==> config.mk <==
export PLATFORM = sky130hd
export DESIGN_NAME = bed_occupancy_alarm_controller
export DESIGN_NICKNAME = d
export VERILOG_FILES = /design/src/rtl/core/boac_pkg.sv /design/src/rtl/core/bed_occupancy_alarm_controller.sv
export SDC_FILE = /design/constraint.sdc
export NUM_CORES = 1
export LEC_CHECK = 0
export BUFFER_PORTS_ARGS = -buffer_cell sky130_fd_sc_hd__clkbuf_2
export CAP_MARGIN = 40
export CELL_PAD_IN_SITES_DETAIL_PLACEMENT = 0
export CELL_PAD_IN_SITES_GLOBAL_PLACEMENT = 1
export CORE_ASPECT_RATIO = 0.8
export CORE_UTILIZATION = 45
export DETAILED_ROUTE_END_ITERATION = 12
export GPL_TIMING_DRIVEN = 1
export PLACE_DENSITY_LB_ADDON = 0.15
export SLEW_MARGIN = 20
export SYNTH_ARGS = -nofsm -noshare
export SYNTH_HDL_FRONTEND = slang
export SYNTH_SLANG_ARGS = --single-unit
==> constraint.sdc <==
create_clock -name clk -period 4.1 [get_ports clk]
set_input_delay 0.82 -clock clk [delete_from_list [all_inputs] [get_ports clk]]
set_output_delay 0.82 -clock clk [all_outputs]
set_load 0.01 [all_outputs]
==> src/rtl/core/boac_pkg.sv <==
// Package for the bed occupancy alarm controller.
// Holds mode, event and register-index codes plus field widths and reset values.
// No dependencies.
package boac_pkg;

    localparam int LIMIT_W   = 24;
    localparam int SECONDS_W = 16;
    localparam int PASSES_W  = 8;
    localparam int PERIOD_W  = 16;
    localparam int DUTY_W    = 15;
    localparam int FUNC_W    = 2;
    localparam int CFG_IDX_W = 3;
    localparam int CFG_DATA_W = 24;

    typedef enum logic [1:0] {
        MODE_WAIT   = 2'd0,
        MODE_SNOOZE = 2'd1,
        MODE_SOUND  = 2'd2,
        MODE_OUTBED = 2'd3
    } mode_t;

    localparam logic [FUNC_W-1:0] FUNC_TICK   = 2'd0;
    localparam logic [FUNC_W-1:0] FUNC_SOUND  = 2'd1;
    localparam logic [FUNC_W-1:0] FUNC_SNOOZE = 2'd2;

    localparam logic [CFG_IDX_W-1:0] CFG_BED_LIMIT   = 3'd0;
    localparam logic [CFG_IDX_W-1:0] CFG_SNOOZE_SECS = 3'd1;
    localparam logic [CFG_IDX_W-1:0] CFG_CHECK_SECS  = 3'd2;
    localparam logic [CFG_IDX_W-1:0] CFG_OOB_PASSES  = 3'd3;
    localparam logic [CFG_IDX_W-1:0] CFG_TONE_HIGH   = 3'd4;
    localparam logic [CFG_IDX_W-1:0] CFG_TONE_LOW    = 3'd5;

    localparam logic [LIMIT_W-1:0]   BED_LIMIT_RST   = 24'd8800000;
    localparam logic [SECONDS_W-1:0] SNOOZE_SECS_RST = 16'd18;
    localparam logic [SECONDS_W-1:0] CHECK_SECS_RST  = 16'd30;
    localparam logic [PASSES_W-1:0]  OOB_PASSES_RST  = 8'd12;
    localparam logic [PERIOD_W-1:0]  TONE_HIGH_RST   = 16'd120;
    localparam logic [PERIOD_W-1:0]  TONE_LOW_RST    = 16'd50;

endpackage

==> src/rtl/core/bed_occupancy_alarm_controller.sv <==
// Bed occupancy alarm controller, top level.
// Depends on boac_pkg for codes, widths and register reset values.
//
// Usage:
//   Input channel (in_valid/in_ready) carries one event per transfer: func
//   (tick, sound detected or snooze press) and a raw two's complement
//   load-cell code. The code's top bit is flipped to offset binary and the
//   bed is occupied when that level exceeds bed_limit.
//   Output channel (out_valid/out_ready) returns exactly one result per
//   event: mode, buzzer_on, tone period and duty, and passes done.
//   The state update and the whole result are worked out in the cycle of
//   the input transfer and land in the result register.
//   Throughput: one event per cycle. in_ready is high while the result
//   register is empty or being drained in the same cycle, so a new event
//   follows straight on; a stalled receiver holds the result and blocks
//   the input until it is taken.
//   Configuration: cfg_we writes cfg_data into register cfg_index at once;
//   indexes beyond the list are ignored. Write only while idle.
//   Reset (rst_n low, asynchronous): mode waiting for sound, all counters
//   and tone select cleared, registers back to their defaults, no result.
module bed_occupancy_alarm_controller #(
    parameter int SAMPLE_BITS = 24
) (
    input  logic                              clk,
    input  logic                              rst_n,
    input  logic                              cfg_we,
    input  logic [boac_pkg::CFG_IDX_W-1:0]    cfg_index,
    input  logic [boac_pkg::CFG_DATA_W-1:0]   cfg_data,
    input  logic                              in_valid,
    output logic                              in_ready,
    input  logic [boac_pkg::FUNC_W-1:0]       func,
    input  logic [SAMPLE_BITS-1:0]            load_sample,
    output logic                              out_valid,
    input  logic                              out_ready,
    output logic [1:0]                        mode,
    output logic                              buzzer_on,
    output logic [boac_pkg::PERIOD_W-1:0]     tone_period,
    output logic [boac_pkg::DUTY_W-1:0]       tone_duty,
    output logic [boac_pkg::PASSES_W-1:0]     passes_done
);
    import boac_pkg::*;

    // Compare width covers both the sample and the limit.
    localparam int CMP_W = (SAMPLE_BITS > LIMIT_W) ? SAMPLE_BITS : LIMIT_W;

    // Configuration registers
    logic [LIMIT_W-1:0]   bed_limit_reg;
    logic [SECONDS_W-1:0] snooze_secs_reg;
    logic [SECONDS_W-1:0] check_secs_reg;
    logic [PASSES_W-1:0]  oob_passes_reg;
    logic [PERIOD_W-1:0]  tone_high_reg;
    logic [PERIOD_W-1:0]  tone_low_reg;

    // Controller state
    mode_t                mode_reg, mode_next;
    logic [SECONDS_W-1:0] tick_reg, tick_next;
    logic [SECONDS_W-1:0] target_reg, target_next;
    logic [PASSES_W-1:0]  pass_reg, pass_next;
    logic                 tsel_reg, tsel_next;

    // Result register
    logic                 out_valid_reg;
    mode_t                res_mode_reg;
    logic [PERIOD_W-1:0]  res_period_reg, period_next;
    logic [PASSES_W-1:0]  res_pass_reg;

    logic                 in_fire;
    logic [SAMPLE_BITS-1:0] level;
    logic                 occupied;
    logic                 expired;
    logic [PASSES_W-1:0]  pass_inc;

    assign in_ready = !out_valid_reg || out_ready;
    assign in_fire  = in_valid && in_ready;

    // Offset binary: flip the sign bit.
    assign level    = load_sample ^ {1'b1, {(SAMPLE_BITS-1){1'b0}}};
    assign occupied = CMP_W'(level) > CMP_W'(bed_limit_reg);
    assign expired  = (tick_reg == target_reg);
    assign pass_inc = pass_reg + PASSES_W'(1);

    always_comb
    begin
        mode_next   = mode_reg;
        tick_next   = tick_reg;
        target_next = target_reg;
        pass_next   = pass_reg;
        tsel_next   = tsel_reg;
        case (func)
            FUNC_SOUND:
            begin
                if (mode_reg == MODE_WAIT)
                begin
                    tick_next = '0;
                    if (occupied)
                    begin
                        mode_next   = MODE_SNOOZE;
                        target_next = snooze_secs_reg;
                    end
                    else
                    begin
                        pass_next   = '0;
                        mode_next   = MODE_OUTBED;
                        target_next = check_secs_reg;
                    end
                end
            end
            FUNC_SNOOZE:
            begin
                // Snooze only counts while sounding.
                if (mode_reg == MODE_SOUND)
                begin
                    mode_next   = MODE_SNOOZE;
                    target_next = snooze_secs_reg;
                    tick_next   = '0;
                end
            end
            FUNC_TICK:
            begin
                if (mode_reg != MODE_WAIT)
                begin
                    tick_next = tick_reg + SECONDS_W'(1);
                end
                case (mode_reg)
                    MODE_SOUND:
                    begin
                        tsel_next = !tsel_reg;
                    end
                    MODE_SNOOZE:
                    begin
                        if (expired)
                        begin
                            if (occupied)
                            begin
                                mode_next = MODE_SOUND;
                            end
                            else
                            begin
                                pass_next   = '0;
                                mode_next   = MODE_OUTBED;
                                target_next = check_secs_reg;
                                tick_next   = '0;
                            end
                        end
                    end
                    MODE_OUTBED:
                    begin
                        if (expired)
                        begin
                            pass_next = pass_inc;
                            if (pass_inc == oob_passes_reg)
                            begin
                                mode_next = MODE_WAIT;
                            end
                            else if (occupied)
                            begin
                                pass_next = '0;
                                mode_next = MODE_SOUND;
                            end
                            else
                            begin
                                target_next = check_secs_reg;
                                tick_next   = '0;
                            end
                        end
                    end
                    default:
                    begin
                        // waiting: ticks ignored
                    end
                endcase
            end
            default:
            begin
                // unused code: state unchanged
            end
        endcase
        period_next = tsel_next ? tone_low_reg : tone_high_reg;
    end

    // Configuration writes
    always_ff @(posedge clk or negedge rst_n)
    begin
        if (!rst_n)
        begin
            bed_limit_reg   <= BED_LIMIT_RST;
            snooze_secs_reg <= SNOOZE_SECS_RST;
            check_secs_reg  <= CHECK_SECS_RST;
            oob_passes_reg  <= OOB_PASSES_RST;
            tone_high_reg   <= TONE_HIGH_RST;
            tone_low_reg    <= TONE_LOW_RST;
        end
        else if (cfg_we)
        begin
            case (cfg_index)
                CFG_BED_LIMIT:   bed_limit_reg   <= cfg_data[LIMIT_W-1:0];
                CFG_SNOOZE_SECS: snooze_secs_reg <= cfg_data[SECONDS_W-1:0];
                CFG_CHECK_SECS:  check_secs_reg  <= cfg_data[SECONDS_W-1:0];
                CFG_OOB_PASSES:  oob_passes_reg  <= cfg_data[PASSES_W-1:0];
                CFG_TONE_HIGH:   tone_high_reg   <= cfg_data[PERIOD_W-1:0];
                CFG_TONE_LOW:    tone_low_reg    <= cfg_data[PERIOD_W-1:0];
                default:
                begin
                end
            endcase
        end
    end

    // State and result handshake
    always_ff @(posedge clk or negedge rst_n)
    begin
        if (!rst_n)
        begin
            mode_reg      <= MODE_WAIT;
            tick_reg      <= '0;
            target_reg    <= '0;
            pass_reg      <= '0;
            tsel_reg      <= 1'b0;
            out_valid_reg <= 1'b0;
        end
        else
        begin
            if (in_fire)
            begin
                mode_reg      <= mode_next;
                tick_reg      <= tick_next;
                target_reg    <= target_next;
                pass_reg      <= pass_next;
                tsel_reg      <= tsel_next;
                out_valid_reg <= 1'b1;
            end
            else if (out_ready)
            begin
                out_valid_reg <= 1'b0;
            end
        end
    end

    // Result payload, no reset needed
    always_ff @(posedge clk)
    begin
        if (in_fire)
        begin
            res_mode_reg   <= mode_next;
            res_period_reg <= period_next;
            res_pass_reg   <= pass_next;
        end
    end

    assign out_valid   = out_valid_reg;
    assign mode        = res_mode_reg;
    assign buzzer_on   = (res_mode_reg == MODE_SOUND);
    assign tone_period = res_period_reg;
    assign tone_duty   = res_period_reg[PERIOD_W-1:1];
    assign passes_done = res_pass_reg;

`ifndef SYNTHESIS
    // A blocked input only ever comes from a held result.
    a_ready_only_stalled: assert property (@(posedge clk) disable iff (!rst_n)
        !in_ready |-> (out_valid_reg && !out_ready))
        else $error("input blocked without a stalled result");

    // A tick while waiting leaves the block waiting.
    a_tick_waits: assert property (@(posedge clk) disable iff (!rst_n)
        (in_fire && func == FUNC_TICK && mode_reg == MODE_WAIT) |=> (mode_reg == MODE_WAIT))
        else $error("tick moved the block out of waiting");

    // Reported mode follows the state after each transfer.
    a_result_mode: assert property (@(posedge clk) disable iff (!rst_n)
        in_fire |=> (res_mode_reg == mode_reg && res_pass_reg == pass_reg))
        else $error("result does not match updated state");
`endif

endmodule
== Word-level counts from Yosys, hierarchy flattened ==
Cells that the tools add are included.

* Add/subtract/negate cells: 2
* $mul: 0
* Divide/modulo/power cells: 0
* $lt $le $gt $ge: 1
* Equality and inequality tests: 19
* Shift operators: 0
* Multiplexer cells: 41
* Bitwise operators: 1
* Reduce and logical (&&, ||, !) cells: 18

{| class="wikitable"
|+ Operators by type and width
! operator !! number
|-
| 16-bit 2-to-1 mux || 15
|-
| 16-bit case mux with 3 select lines || 2
|-
| 16-bit case mux with 2 select lines || 2
|-
| 8-bit 2-to-1 mux || 6
|-
| 8-bit case mux with 2 select lines || 2
|-
| 24-bit > comparator || 1
|-
| 16-bit by 1-bit adder with 16-bit output (second input constant) || 1
|-
| 16-bit == test || 1
|-
| 2-bit 2-to-1 mux || 7
|-
| 2-bit AND reduction || 6
|-
| 3-bit != test (second input constant) || 3
|-
| 8-bit by 1-bit adder with 8-bit output (second input constant) || 1
|-
| 2-bit == test (second input constant) || 4
|-
| 8-bit == test || 1
|-
| 8-bit AND reduction || 1
|-
| 3-bit by 2-bit == test with 1-bit output (second input constant) || 2
|-
| 3-bit == test (second input constant) || 2
|-
| 2-bit case mux with 3 select lines || 1
|-
| 1-bit 2-to-1 mux || 5
|-
| 2-bit by 1-bit == test with 1-bit output (second input constant) || 2
|-
| 2-bit logical NOT || 2
|-
| 2-bit != test (second input constant) || 2
|-
| 2-bit case mux with 2 select lines || 1
|-
| 4-bit AND reduction || 1
|-
| other kinds (9) || 11
|}

* Bits in registers: 166
* Bits in latches: 0
* Bits in writable memories: 0
* Memory bits (read-only): 0
* Word-level logic and storage cells: 97
* Memories: 0

== Logic depth before layout (Yosys ltp) ==
* Depth in word-level cells: 7
* Mapped depth: 12
* Depth with buffers taken out: 10

== Least setup slack after synthesis ==
No wires, ideal clock.

* Kind: input to register
* Start point: in load_sample[3]
* End point: reg target_reg[10]
* Library setup time: 0.125 ns
* Arrival time: 3.129 ns
* Setup slack: 0.846 ns
* Stages on the path: 10
* Path through: ha_1 -> and3_1 -> a221o_1 -> a221o_1 -> and2_4 -> o21a_1 -> a21o_1 -> buf_6 -> a22o_1 -> mux2_4

* Longest elaborated chain between the ends: 6
* Elaborated cells on any way between the ends: 9
* Those cells by class: order compare: 1; mux: 8

{| class="wikitable"
|+ Ends and longest elaborated chain
! what !! RTL line !! RTL
|-
| from (decl) || bed_occupancy_alarm_controller.sv:32 || <nowiki>input logic [SAMPLE_BITS-1:0] load_sample,</nowiki>
|-
| 24-bit > comparator (*) || bed_occupancy_alarm_controller.sv:78 || <nowiki>assign occupied = CMP_W'(level) > CMP_W'(bed_limit_reg);</nowiki>
|-
| 16-bit 2-to-1 mux (3 in series) || -- ||
|-
| 16-bit case mux with 2 select lines || -- ||
|-
| 16-bit case mux with 3 select lines (*) || bed_occupancy_alarm_controller.sv:89 || <nowiki>case (func)</nowiki>
|-
| to (signal assigned) || bed_occupancy_alarm_controller.sv:227 || <nowiki>target_reg <= target_next;</nowiki>
|-
| to (decl) || bed_occupancy_alarm_controller.sv:57 || <nowiki>logic [SECONDS_W-1:0] target_reg, target_next;</nowiki>
|}

Every way passes the cells marked *; elsewhere a longest branch is shown, timed or not. The select of a mux whose other input is x is not followed.
A chain may end at the register's enable or synchronous reset.

== Worst setup path after layout ==
* Start point: reg bed_limit_reg[23]
* End point: reg res_pass_reg[3] (netlist: passes_done[3]) (data pin)

* Longest elaborated chain between the ends: 6
* Elaborated cells on any way between the ends: 9
* Those cells by class: order compare: 1; mux: 8

{| class="wikitable"
|+ Ends and longest elaborated chain
! what !! RTL line !! RTL
|-
| from (decl) || bed_occupancy_alarm_controller.sv:47 || <nowiki>logic [LIMIT_W-1:0] bed_limit_reg;</nowiki>
|-
| from (signal assigned) || bed_occupancy_alarm_controller.sv:196 || <nowiki>CFG_BED_LIMIT: bed_limit_reg <= cfg_data[LIMIT_W-1:0];</nowiki>
|-
| 24-bit > comparator (*) || bed_occupancy_alarm_controller.sv:78 ||
|-
| 8-bit 2-to-1 mux || bed_occupancy_alarm_controller.sv:155 || <nowiki>else if (occupied)</nowiki>
|-
| 8-bit 2-to-1 mux || bed_occupancy_alarm_controller.sv:151 || <nowiki>if (pass_inc == oob_passes_reg)</nowiki>
|-
| 8-bit 2-to-1 mux || bed_occupancy_alarm_controller.sv:148 || <nowiki>if (expired)</nowiki>
|-
| 8-bit case mux with 2 select lines || bed_occupancy_alarm_controller.sv:124 || <nowiki>case (mode_reg)</nowiki>
|-
| 8-bit case mux with 2 select lines (*) || bed_occupancy_alarm_controller.sv:89 ||
|-
| via pass_next[3] || bed_occupancy_alarm_controller.sv:58 || <nowiki>logic [PASSES_W-1:0] pass_reg, pass_next;</nowiki>
|-
| to (signal assigned) || bed_occupancy_alarm_controller.sv:246 || <nowiki>res_pass_reg <= pass_next;</nowiki>
|-
| to (decl) || bed_occupancy_alarm_controller.sv:65 || <nowiki>logic [PASSES_W-1:0] res_pass_reg;</nowiki>
|}

Mark *: on every way through the listed nets, which the timed path passes. The rest lies on a longest branch.

==> metrics.md <==
| Metric | Value |
|---|---|
| Status | `finished clean` |
| CTS max path bufs | `2` |
| Core area | `approximately 0.018 mm2` |
| Total congestion overflow | `0` |
| Skew-Pair Late Insertion Delay | `around 0.43 ns` |
| Mapped Nets | `816` |
| Initial antenna violation count | `0` |
| Hold Vio Cnt, Final | `0` |
| Dpl hpwl | `13400 um` |
| FF+latch count, synth | `approximately 170` |
| Shortest period the worst path allows | `3.34 ns` |
| Root Buffer | `clkbuf_16` |
| Crit Path Max Fanout | `11` |
| Cts bufs inserted | `17` |
| DRT Pass-1 Iters | `5` |
| Area leader, netlist | `dfrtp_1` |
| CTS tree | `built` |
| Max Freq | `approximately 0.3 GHz` |
| Tightest Pin Transition | `0.759 ns` |
| Synthesized instance count | `727` |
| Startpoint types | `register` |
| Vias in the first global route | `roughly 5600` |
| Setup Fix Bufs, Post-CTS | `0` |
| Peak supply drop | `0.247 mV` |
| # DRC | `0` |
| PD cells | `530 mW/mm2` |
| First-pass GRT wire length | `about 30000 um` |
| CP delay by family, top | `simple AND/OR/NAND/NOR gates` |
| Async S/R FF share, synth | `84.3%` |
| Die Y | `125 um` |
| EDFF count, synth | `26` |
| Via density | `about 5.4` |
| Period utilization | `81.5%` |
| Initial drt markers | `323` |
| Setup violations, final | `0` |
| CP dominant cell by count | `buf_4` |
| Pin count of the biggest net entering global routing | `92` |
| Port buffer count | `just over 100` |
| Critical Path RT | `4.28 ns` |
| Crit path capture type | `register` |
| Final Util | `53.2%` |
| CTS sink cnt | `166` |
| Row count | `44` |
| Die Wd | `155 um` |
| Antenna cells | `0` |
| Buf/Inv on CP | `3` |
| Total GRT Usage | `20.4%` |
| CP max stage delay | `between 0.5 and 0.6 ns` |
| Routed len/inst | `17.3 um` |
| Area grow syn2layout | `14.9%` |
| Full die area | `approximately 0.019 mm2` |
| Routed Antenna Nets | `0` |
| Synth warn | `0` |
| Max FFs per register | `24` |
| Starting Density | `46.3%` |
| Crit Path Category | `register to register` |
| Hold crit path type | `input port to asynchronous set/reset pin` |
| H-tree depth | `4` |
| Max cap viols | `0` |
| Layout cells sized above 1 | `34.9%` |
| Layout net count | `901` |
| Gpl congestion | `0.834` |
| Pleak | `4.36 nW` |
| Mean Syn Cell Area | `11.6 um2` |
| Clock skew | `about 0.011 ns` |
| Cells along the critical path | `inv_1 -> ha_1 -> nand4_1 -> nor4_1 -> buf_4 -> and2_4 -> o21ai_4 -> nor2_1 -> buf_4 -> nor3_1 -> a211o_1` |
| Max-slew violation count | `0` |
| Yosys top cell area share | `34.9%` |
| Synth top area cells | `dfrtp_1 (35%), mux2_2 (13%), edfxtp_1 (9.2%), dfstp_2 (6.8%), ha_1 (4.6%)` |
| CP max-delay cell | `nor2_1` |
| Synth Flop Type | `dfrtp_1` |
| Syn Std Cell Area | `0.00846 mm2` |
| Post_cts resized | `0` |
| Io pins | `102` |
| RSZ-0062 raised after global routing | `no` |
| Unique masters post-synth | `between 60 and 70` |
| Vias | `5851` |
| Setup_tns | `0 ns` |
| Slew HR | `49.4%` |
| R2r setup slk | `roughly 0.76 ns` |
| Hold_buf cts | `0` |
| CTS clk-pin slew, worst paths | `roughly 0.07 ns` |
| Crit path DAT | `3.52 ns` |
| Sequential fraction of the synthesis area | `51.0%` |
| Wirelength, routed | `18700 um` |
path summary, 6_finish.rpt:
path / from / endpoint / cells past startpoint
min reg2reg: tone_low_reg[11] / tone_low_reg[11] / 1
max: bed_limit_reg[23] / passes_done[3] / 11
max reg2reg: bed_limit_reg[23] / passes_done[3] / 11
max in group asynchronous: rst_n / tone_high_reg[6] / 2
min in group clk: tone_low_reg[11] / tone_low_reg[11] / 1
min: rst_n / pass_reg[4] / 1
per-stage QoR:
step | hold WS [ns] | setup slack [ns] | cell area, um2 | power, mW | std cells
6_report | 0.327 | 0.760 | 9720 | 5.16 | 1078
5_1_grt | 0.350 | 0.554 | 9720 | 5.45 | 1078
4_1_cts | 0.338 | 0.791 | 9710 | 5.22 | 1077
3_5_place_dp | 0.492 | 0.370 | 9140 | 3.67 | 1045
3_3_place_gp | 0.484 | 0.310 | 9140 | 3.61 | 1044
2_1_floorplan | 0.462 | 0.846 | 8460 | 3.29 | 727
cell type report:
cell class	instances	area [um2]
fill	1637	8560
sequential	166	4310
multi-input combinational	477	3760
timing repair buffer	115	633
clock buffer	17	425
tap	253	317
clock inverter	15	143
inverter	35	131
cells by family after synthesis:
group	synth area share, %
AND/OR/NAND/NOR	10.8
adder cells (fa/ha/maj)	4.58
AO/OA/AOI/OAI	11.3
multiplexers	14.8
flip-flops	51.0
buffers and inverters	4.81
XOR/XNOR	2.79
cells in the mapped netlist (all sizes together), types with 8 or more instances:
| cell type | number |
|---|---|
| buf | 30 |
| edfxtp | 26 |
| inv | 35 |
| o21ai | 45 |
| clkbuf | 19 |
| nor3 | 14 |
| a22o | 22 |
| mux2 | 107 |
| or3 | 10 |
| dfrtp | 118 |
| a21o | 13 |
| xor2 | 19 |
| ha | 31 |
| a21oi | 14 |
| nor4 | 12 |
| nand2b | 10 |
| xnor2 | 8 |
| dfstp | 22 |
| nand4 | 10 |
| nand3 | 16 |
| nand2 | 59 |
| nor2 | 16 |
| a211oi | 12 |
where the power goes:
part / internal (mW) / total (mW) / switching, mW
registers: 2.11 / 2.39 / 0.283
clock network: 0.804 / 1.53 / 0.724
logic: 0.652 / 1.24 / 0.586
cell usage in the layout (no fill, tap or decap), drive strengths merged, types with 3 or more instances in the layout:
cell	instances
nand3	16
clkinv	5
or2	4
o22ai	3
o311ai	4
xnor2	8
o21ai	45
xor2	19
nand4b	3
nor3	14
clkbuf	117
dfrtp	118
nand2b	10
or3	10
edfxtp	26
a211oi	12
nor4	12
a22o	22
a21oi	14
or4	3
dfstp	22
nand2	59
a211o	5
a21o	13
ha	31
nor2b	5
and3	4
nor2	16
mux2	107
o31ai	3
inv	43
buf	15
nand4	10
a22oi	3
routing by layer:
layer	global-route usage, %	up-vias	part of all wire, %
met3	6.44	11	6.1
met5	0	-	0
met2	30.9	146	45
li1	-	2802	-
met1	28.7	2892	48
met4	3.98	0	0.51
(Power assumes the default switching activity.)
